[src/rtl/core/generational_handle_table_defines.svh]
// assertion macros for the generational handle table
// expects clk and rst_n in the scope where a macro is used
`ifndef GENERATIONAL_HANDLE_TABLE_DEFINES_SVH
`define GENERATIONAL_HANDLE_TABLE_DEFINES_SVH

// same-cycle implication, disabled in reset
`define GHT_ASSERT_IMP(lbl, ante, cons, msg) \
  lbl: assert property (@(posedge clk) disable iff (!rst_n) (ante) |-> (cons)) \
    else $error(msg);

// next-cycle implication, disabled in reset
`define GHT_ASSERT_NXT(lbl, ante, cons, msg) \
  lbl: assert property (@(posedge clk) disable iff (!rst_n) (ante) |=> (cons)) \
    else $error(msg);

`endif

[src/rtl/core/ght_pkg.sv]
// shared widths, codes and helpers for the generational handle table
// no dependencies
`timescale 1ns / 1ps

package ght_pkg;

  // field widths
  localparam int OPCODE_W = 2;
  localparam int HIDX_W   = 6;
  localparam int GEN_W    = 32;
  localparam int STATUS_W = 2;
  localparam int LCNT_W   = 7;
  localparam int VER_W    = 64;

  // default table size
  localparam int SLOT_COUNT_DEF = 64;

  // opcodes; the unused code behaves as a check
  localparam logic [OPCODE_W-1:0] OP_ALLOC   = 2'd0;
  localparam logic [OPCODE_W-1:0] OP_RELEASE = 2'd1;
  localparam logic [OPCODE_W-1:0] OP_CHECK   = 2'd2;

  // result status codes
  localparam logic [STATUS_W-1:0] ST_OK    = 2'd0;
  localparam logic [STATUS_W-1:0] ST_FULL  = 2'd1;
  localparam logic [STATUS_W-1:0] ST_STALE = 2'd2;

  // generation step, wraps past zero to one
  function automatic logic [GEN_W-1:0] gen_advance(input logic [GEN_W-1:0] g);
    logic [GEN_W-1:0] n;
    n = g + GEN_W'(1);
    return (n == '0) ? GEN_W'(1) : n;
  endfunction

  // version step, wraps past zero to one
  function automatic logic [VER_W-1:0] ver_advance(input logic [VER_W-1:0] v);
    logic [VER_W-1:0] n;
    n = v + VER_W'(1);
    return (n == '0) ? VER_W'(1) : n;
  endfunction

endpackage

[src/rtl/core/generational_handle_table.sv]
// generational handle table: slot map with index/generation handles
// depends on ght_pkg and generational_handle_table_defines.svh
`timescale 1ns / 1ps
`include "generational_handle_table_defines.svh"

// Usage
//   A command word (opcode, handle index, handle generation) is taken at a
//   rising edge where start is high and busy is low. busy stays high until
//   the result is produced. The result word sits on the out_ ports for one
//   cycle with out_valid high; the receiver must take it then, it cannot
//   stall. A new command may be issued in the cycle the result is shown.
//   Timing: a small sequencer drives one read port of the slot memory
//   (live flag and generation per slot), one entry per cycle.
//   Release and check: the slot is read as the command is taken, and the
//   result is decided in the look-up state. Allocate scans used slots from
//   index 0 one per cycle and stops at the lowest free one; past the last
//   used slot, or straight away on an empty table, it appends a new slot or
//   reports full. No new command is taken while busy is high.
//   Reset clears the live count, used-slot count and version at once; the
//   slot memory needs no clearing, entries at or above the used-slot count
//   are never trusted. There is no clearing pass after reset.
module generational_handle_table #(
  parameter int SLOT_COUNT = ght_pkg::SLOT_COUNT_DEF
) (
  input  logic                         clk,
  input  logic                         rst_n,
  input  logic                         start,
  output logic                         busy,
  input  logic [ght_pkg::OPCODE_W-1:0] in_opcode,
  input  logic [ght_pkg::HIDX_W-1:0]   in_handle_index,
  input  logic [ght_pkg::GEN_W-1:0]    in_handle_generation,
  output logic                         out_valid,
  output logic [ght_pkg::STATUS_W-1:0] out_status,
  output logic [ght_pkg::HIDX_W-1:0]   out_slot_index,
  output logic [ght_pkg::GEN_W-1:0]    out_slot_generation,
  output logic                         out_is_live,
  output logic [ght_pkg::LCNT_W-1:0]   out_live_count,
  output logic [ght_pkg::VER_W-1:0]    out_table_version
);

  import ght_pkg::*;

  localparam int IDX_W   = $clog2(SLOT_COUNT);
  localparam int COUNT_W = $clog2(SLOT_COUNT + 1);

  typedef enum logic [1:0] {
    S_IDLE,
    S_SCAN,
    S_APPEND,
    S_LOOK
  } state_t;

  // control state
  state_t               state_r, state_nxt;
  logic [IDX_W-1:0]     scan_r, scan_nxt;
  logic [COUNT_W-1:0]   slots_used_r, slots_used_nxt;
  logic [COUNT_W-1:0]   live_total_r, live_total_nxt;
  logic [VER_W-1:0]     version_r, version_nxt;
  logic                 out_valid_r, out_valid_nxt;

  // latched command word
  logic [OPCODE_W-1:0]  op_r, op_nxt;
  logic [HIDX_W-1:0]    idx_r, idx_nxt;
  logic [GEN_W-1:0]     gen_r, gen_nxt;

  // result registers
  logic [STATUS_W-1:0]  status_r, status_nxt;
  logic [HIDX_W-1:0]    slot_r, slot_nxt;
  logic [GEN_W-1:0]     sgen_r, sgen_nxt;
  logic                 live_r, live_nxt;

  // slot memory: {live, generation}
  logic [GEN_W:0]       mem [SLOT_COUNT];
  logic [GEN_W:0]       rd_data_r;
  logic [IDX_W-1:0]     rd_addr;
  logic                 wr_en;
  logic [IDX_W-1:0]     wr_addr;
  logic [GEN_W:0]       wr_data;

  // index conversions between port width and table width
  logic [IDX_W+HIDX_W-1:0] in_idx_ext, reg_idx_ext;
  logic [IDX_W+HIDX_W-1:0] res_slot_ext;
  logic [IDX_W-1:0]        res_slot;
  logic [COUNT_W+LCNT_W-1:0] lcnt_ext;

  // memory read fields and helper compares
  logic                 rd_live;
  logic [GEN_W-1:0]     rd_gen;
  logic [GEN_W-1:0]     rd_gen_adv;
  logic                 scan_last;
  logic                 idx_in_range;
  logic                 handle_live;

  assign in_idx_ext  = {{IDX_W{1'b0}}, in_handle_index};
  assign reg_idx_ext = {{IDX_W{1'b0}}, idx_r};
  assign rd_live     = rd_data_r[GEN_W];
  assign rd_gen      = rd_data_r[GEN_W-1:0];
  assign rd_gen_adv  = gen_advance(rd_gen);
  assign scan_last   = ((COUNT_W+1)'(scan_r) + (COUNT_W+1)'(1)) == (COUNT_W+1)'(slots_used_r);
  assign idx_in_range = (COUNT_W+HIDX_W)'(idx_r) < (COUNT_W+HIDX_W)'(slots_used_r);
  assign handle_live = (gen_r != '0) && idx_in_range && rd_live && (rd_gen == gen_r);

  // sequencer next-state and result logic
  always_comb begin
    state_nxt      = state_r;
    scan_nxt       = scan_r;
    slots_used_nxt = slots_used_r;
    live_total_nxt = live_total_r;
    version_nxt    = version_r;
    out_valid_nxt  = 1'b0;
    op_nxt         = op_r;
    idx_nxt        = idx_r;
    gen_nxt        = gen_r;
    status_nxt     = status_r;
    res_slot       = '0;
    sgen_nxt       = sgen_r;
    live_nxt       = live_r;
    rd_addr        = in_idx_ext[IDX_W-1:0];
    wr_en          = 1'b0;
    wr_addr        = scan_r;
    wr_data        = '0;
    slot_nxt       = slot_r;

    case (state_r)
      S_IDLE: begin
        if (start) begin
          op_nxt  = in_opcode;
          idx_nxt = in_handle_index;
          gen_nxt = in_handle_generation;
          if (in_opcode == OP_ALLOC) begin
            scan_nxt = '0;
            rd_addr  = '0;
            state_nxt = (slots_used_r == '0) ? S_APPEND : S_SCAN;
          end else begin
            state_nxt = S_LOOK;
          end
        end
      end

      // walk used slots for the lowest one not live
      S_SCAN: begin
        if (!rd_live) begin
          wr_en          = 1'b1;
          wr_addr        = scan_r;
          wr_data        = {1'b1, rd_gen_adv};
          res_slot       = scan_r;
          slot_nxt       = res_slot_ext[HIDX_W-1:0];
          sgen_nxt       = rd_gen_adv;
          status_nxt     = ST_OK;
          live_nxt       = 1'b0;
          live_total_nxt = live_total_r + COUNT_W'(1);
          version_nxt    = ver_advance(version_r);
          out_valid_nxt  = 1'b1;
          state_nxt      = S_IDLE;
        end else if (scan_last) begin
          state_nxt = S_APPEND;
        end else begin
          scan_nxt = scan_r + IDX_W'(1);
          rd_addr  = scan_r + IDX_W'(1);
        end
      end

      // every used slot is live: append or report full
      S_APPEND: begin
        live_nxt      = 1'b0;
        out_valid_nxt = 1'b1;
        state_nxt     = S_IDLE;
        if (slots_used_r != COUNT_W'(SLOT_COUNT)) begin
          wr_en          = 1'b1;
          wr_addr        = slots_used_r[IDX_W-1:0];
          wr_data        = {1'b1, GEN_W'(1)};
          res_slot       = slots_used_r[IDX_W-1:0];
          slot_nxt       = res_slot_ext[HIDX_W-1:0];
          sgen_nxt       = GEN_W'(1);
          status_nxt     = ST_OK;
          slots_used_nxt = slots_used_r + COUNT_W'(1);
          live_total_nxt = live_total_r + COUNT_W'(1);
          version_nxt    = ver_advance(version_r);
        end else begin
          slot_nxt   = '0;
          sgen_nxt   = '0;
          status_nxt = ST_FULL;
        end
      end

      // release or check against the slot read for the handle
      S_LOOK: begin
        slot_nxt      = idx_r;
        sgen_nxt      = '0;
        live_nxt      = handle_live;
        out_valid_nxt = 1'b1;
        state_nxt     = S_IDLE;
        if (!handle_live) begin
          status_nxt = ST_STALE;
        end else begin
          status_nxt = ST_OK;
          if (op_r == OP_RELEASE) begin
            wr_en          = 1'b1;
            wr_addr        = reg_idx_ext[IDX_W-1:0];
            wr_data        = {1'b0, rd_gen_adv};
            live_total_nxt = live_total_r - COUNT_W'(1);
            version_nxt    = ver_advance(version_r);
          end
        end
      end

      default: begin
        state_nxt = S_IDLE;
      end
    endcase
  end

  assign res_slot_ext = {{HIDX_W{1'b0}}, res_slot};
  assign lcnt_ext     = {{LCNT_W{1'b0}}, live_total_nxt};

  // state and registered outputs
  always_ff @(posedge clk) begin
    if (!rst_n) begin
      state_r      <= S_IDLE;
      scan_r       <= '0;
      slots_used_r <= '0;
      live_total_r <= '0;
      version_r    <= '0;
      out_valid_r  <= 1'b0;
    end else begin
      state_r      <= state_nxt;
      scan_r       <= scan_nxt;
      slots_used_r <= slots_used_nxt;
      live_total_r <= live_total_nxt;
      version_r    <= version_nxt;
      out_valid_r  <= out_valid_nxt;
      op_r         <= op_nxt;
      idx_r        <= idx_nxt;
      gen_r        <= gen_nxt;
      status_r     <= status_nxt;
      slot_r       <= slot_nxt;
      sgen_r       <= sgen_nxt;
      live_r       <= live_nxt;
      if (out_valid_nxt) begin
        out_live_count    <= lcnt_ext[LCNT_W-1:0];
        out_table_version <= version_nxt;
      end
    end
  end

  // slot memory, one write and one registered read per cycle
  always_ff @(posedge clk) begin
    if (wr_en) begin
      mem[wr_addr] <= wr_data;
    end
    rd_data_r <= mem[rd_addr];
  end

  assign busy                = (state_r != S_IDLE);
  assign out_valid           = out_valid_r;
  assign out_status          = status_r;
  assign out_slot_index      = slot_r;
  assign out_slot_generation = sgen_r;
  assign out_is_live         = live_r;

  // checks on sequencer bookkeeping
  `GHT_ASSERT_IMP(a_live_le_used, 1'b1, live_total_r <= slots_used_r, "live count above used slots")
  `GHT_ASSERT_NXT(a_accept_busy, start && !busy, busy, "accepted command did not raise busy")
  `GHT_ASSERT_IMP(a_full_all_live, out_valid && (out_status == ST_FULL), live_total_r == COUNT_W'(SLOT_COUNT), "full reported with a free slot")
  `GHT_ASSERT_IMP(a_alloc_gen_nz, out_valid && (op_r == OP_ALLOC) && (out_status == ST_OK), out_slot_generation != '0, "allocate gave generation zero")

endmodule
[config.mk]
export PLATFORM = sky130hd
export DESIGN_NAME = generational_handle_table
export DESIGN_NICKNAME = d
export VERILOG_FILES = /design/src/rtl/core/ght_pkg.sv /design/src/rtl/core/generational_handle_table.sv
export VERILOG_INCLUDE_DIRS = /design/src /design/src/rtl/core
export SDC_FILE = /design/constraint.sdc
export NUM_CORES = 2
export LEC_CHECK = 0
export BUFFER_PORTS_ARGS = -buffer_cell sky130_fd_sc_hd__buf_4
export CORE_ASPECT_RATIO = 1.4
export CORE_UTILIZATION = 57
export DETAILED_ROUTE_END_ITERATION = 10
export PLACE_DENSITY_LB_ADDON = 0.08
export SLEW_MARGIN = 20
export SYNTH_ARGS = -nofsm -noshare
export SYNTH_HDL_FRONTEND = slang
export SYNTH_SLANG_ARGS = --single-unit
[constraint.sdc]
create_clock -name clk -period 4.7 [get_ports clk]
set_input_delay 0.47 -clock clk [delete_from_list [all_inputs] [get_ports clk]]
set_output_delay 0.47 -clock clk [all_outputs]
set_load 0.03 [all_outputs]
==> metrics.txt <==
result of the run=complete, no violations; placed wire-length estimate after detailed placement=204 mm; top area cells in the synthesized netlist=sky130_fd_sc_hd__edfxtp_1 70%, sky130_fd_sc_hd__nand2_1 5.4%, sky130_fd_sc_hd__a211oi_1 3.4%, sky130_fd_sc_hd__and3_1 2.6%, sky130_fd_sc_hd__dfxtp_1 2.5%; source-to-sink clock delay at the later pin of the worst-skew pair=just under 0.9 ns; Overall Global Routing Usage=0.368; final estimated routing congestion in global placement=1.06; worst reg-to-reg setup slack=approximately 0.06 ns; Final Skew=around 0.035 ns; reg-to-reg startpoint=scan_r[1]; Period minus WS final=4.64 ns; worst endpoint required time=5.51 ns; kind of critical path=flip-flop to flip-flop; synthesized instance count=7,351; residual antenna-violating net count after detailed routing=0; share of cells above drive strength 1=0.165; Async SR Flop Fraction=0; number of global-route vias before repair=64,100; delay of the slowest cell on the worst path=0.82 ns; global-route wire length before repair=451 mm; worst hold path type=input pin to flip-flop; sequential cell area fraction in the yosys report=0.726; DRC violations left=0; CORE AREA=~0.17 mm2; number of flops mapped to enable cells by yosys=about 2,300; total leakage power=40.3 nW; final core utilization=0.683; Die ar.=0.172 mm2; Longest Clk Path Bufs=3; initial cell density of the core=0.575; largest net degree at the start of global routing=slightly above 90; PortBufs=156; Final setup viols=0; combinational power share=0.149; detail-routed via count per cell=6.44; drt wl/cell=30.8 um; Pwr Total=just under 50 mW; synthesized area per cell=13.2 um2; Setup crit end=rd_data_r[24]; Slew Viols, Final=0; flop and latch count out of synthesis=approximately 2,400; synth cell count leaders=2,264 x sky130_fd_sc_hd__edfxtp_1, 1,401 x sky130_fd_sc_hd__nand2_1, 437 x sky130_fd_sc_hd__a211oi_1, 408 x sky130_fd_sc_hd__nand3_1, 406 x sky130_fd_sc_hd__clkbuf_1; critical path's slowest cell=sky130_fd_sc_hd__a21oi_1; CP Launch Point=scan_r[1]; net count after synthesis=7,406; CTS tree=done; clock-pin transition on the worst setup and hold timing paths=0.06 ns; cell occurring most often along the worst timing path=sky130_fd_sc_hd__buf_4; warnings from Yosys=0; worst slew margin relative to its limit=0.332; max-capacitance violation count=0; CTS buffer count=about 220; kind of launch point of the worst setup path=flip-flop; total number of H-tree levels=4; detailed-route wire length=318 mm; Die Wd=351 um; number of sinks handled by clock tree synthesis=approximately 2,400; total power divided by cell area=426 mW/mm2; most used standard cell by instance count after synthesis=sky130_fd_sc_hd__edfxtp_1; design internal power=35.7 mW; CTS root buffer=sky130_fd_sc_hd__clkbuf_16; transition at the pin with the smallest max-transition slack=between 1 and 1.5 ns; Cell Chain, Critical Path=ha_4, nand3_1, or3_1, a31oi_2, o21a_1, a41oi_4, buf_4, nand2_4, buf_4, buf_4, a211oi_1, a311oi_1, a21oi_1, a21oi_1, a22o_1; cell area after placement=0.107 mm2; Final Net Count=around 8,000; prevailing post-synth register cell=sky130_fd_sc_hd__edfxtp_1; Syn-to-layout area delta=18.6%; post-route standard cell area excluding fillers=0.115 mm2; count of cells along the worst register-to-register path=15; Via Count=between 60,000 and 70,000; number of failing hold endpoints at the final stage=0; number of fill cells in the layout=11,700; Unique masters post-synth=81; placed insts=9,881; worst-case vdd ir drop=0.455 mV; switch share=0.272; Max Freq=216 MHz; Non-Filler Instances=10,300; Clock Power Share=0.363; cell taking the most area after synthesis=sky130_fd_sc_hd__edfxtp_1; post-route clock period utilization=0.987; capturing point of the worst reg2reg path=rd_data_r[24]; portion of total power attributed to sequential cells=0.488; antenna violations before repair=10; Crit Path Max Fanout=20; number of detailed-routing iterations run before antenna repair=8; post-synth design cell area=0.0970 mm2; Crit. End Element=flip-flop; die height=around 490 um; NetSw=between 10 and 15 mW; IO Count=157; count of routing violations after the opening detailed-route iteration=8,055; number of core rows=178; share of the synthesized area in the top cell type=0.701; Worst Hold Launch=start; CP Data Arrival Time=5.45 ns; total gr overflow=0
==> repair_timing <==
action                                  CTS  global route
endpoints found under the setup margin   38           191
hold endpoints to repair                 41             0
pin swaps                                 1             2
buffers inserted                          0             4
resized for setup                        24            17
gates cloned                              0             0
hold buffers                             40             0
==> how the worst min path moves through the flow <==
stage | to | slack (ns) | cells after the start
CTS | state_r[1] | 0.1 | 4
global route | version_r[19] | 0.15 | 2
detailed placement | version_r[46] | 0.53 | 2
finish | state_r[1] | 0.15 | 4
floorplan | version_r[55] | 0.49 | 2
global placement | version_r[46] | 0.52 | 2
==> per-stage QoR <==
| step | hold WS [ns] | setup WS, ns | TNS, ns |
|---|---|---|---|
| after floorplan | 0.488 | -0.433 | -563.90 |
| after detailed placement | 0.526 | -0.470 | -3.91 |
| final | 0.151 | 0.0603 | 0 |
| after global placement | 0.515 | -0.481 | -4.42 |
| after CTS | 0.0953 | 0.0529 | 0 |
| after global routing | 0.154 | -0.00853 | -0.00853 |
==> logic make-up after synthesis <==
kind of cell	count (synthesis)	share of synthesized area
flops	2384	0.726
fa+ha+maj	12	0.00155
buf+inv	579	0.0237
simple gates	2758	0.132
compound gates	1427	0.0988
xor+xnor	123	0.0111
mux	68	0.00712
==> cell usage in the layout, fill, tap and decap left out, drive strengths merged, types with 15 or more instances in the layout <==
cell type       n
and3          403
clkinvlp       15
a31oi         289
o22ai          41
xor2           68
nand2        1401
nor4           72
mux2i          63
inv            41
bufinv         22
a22o           35
nand4          52
a211oi        437
or3            21
a21oi         320
edfxtp       2264
nor3           39
nand3         408
clkbuf        271
dlygate4sd3    40
a2111oi        37
and2           68
xnor2          55
buf           835
clkinv         86
dfxtp         120
nor2          221
a22oi          35
o21ai          78
a311oi         77
==> worst max-delay path: cells and delay by family (launching register included) <==
kind	cells	cell delay, ns
simple gates	3	0.68
compound gates	8	2.39
buf+inv	3	0.82
fa+ha+maj	1	0.23
flops	1	0.46
==> routing by layer <==
metal  part of all wire  vias to the layer above  track usage  wire (um)
met2               0.48                     3625        0.586     151000
met1               0.35                    33200        0.459     112000
met4              0.078                        2        0.255      24900
met3              0.092                      716       0.0654      29300
li1                   -                    29100            -          -
met5           0.000038                        -            0         12
==> flip-flops by register name (all words and copies together) (netlist names) <==
| name | flops |
|---|---|
| mem | 2112 |
| out_table_version | 64 |
| version_r | 64 |
| rd_data_r | 33 |
| gen_r | 32 |
| out_slot_generation | 32 |
| live_total_r | 7 |
| out_live_count | 7 |
| slots_used_r | 7 |
| idx_r | 6 |
| out_slot_index | 6 |
| scan_r | 6 |
| op_r | 2 |
| out_status | 2 |
| state_r | 2 |
| out_is_live | 1 |
| out_valid | 1 |
==> cell type report <==
class	count	area [um2]	area share
sequential	2384	70400	0.612
multi-input combinational	4388	25500	0.221
timing repair buffer	875	9180	0.0798
clock buffer	271	5710	0.0497
tap	2250	2820	0.0245
clock inverter	135	1390	0.0121
inverter	29	109	0.000946
antenna	6	15.0	0.000130
==> power by group through the flow <==
stage	Sequential, mW	Clock [mW]	Combinational, mW
2_1_floorplan	24.4	0	3.43
3_3_place_gp	24.4	0	6.98
3_5_place_dp	24.4	0	7.06
4_1_cts	23.9	17.9	7.14
5_1_grt	24.0	18.7	7.61
6_report	24.0	17.8	7.30
(Power assumes the default switching activity.)
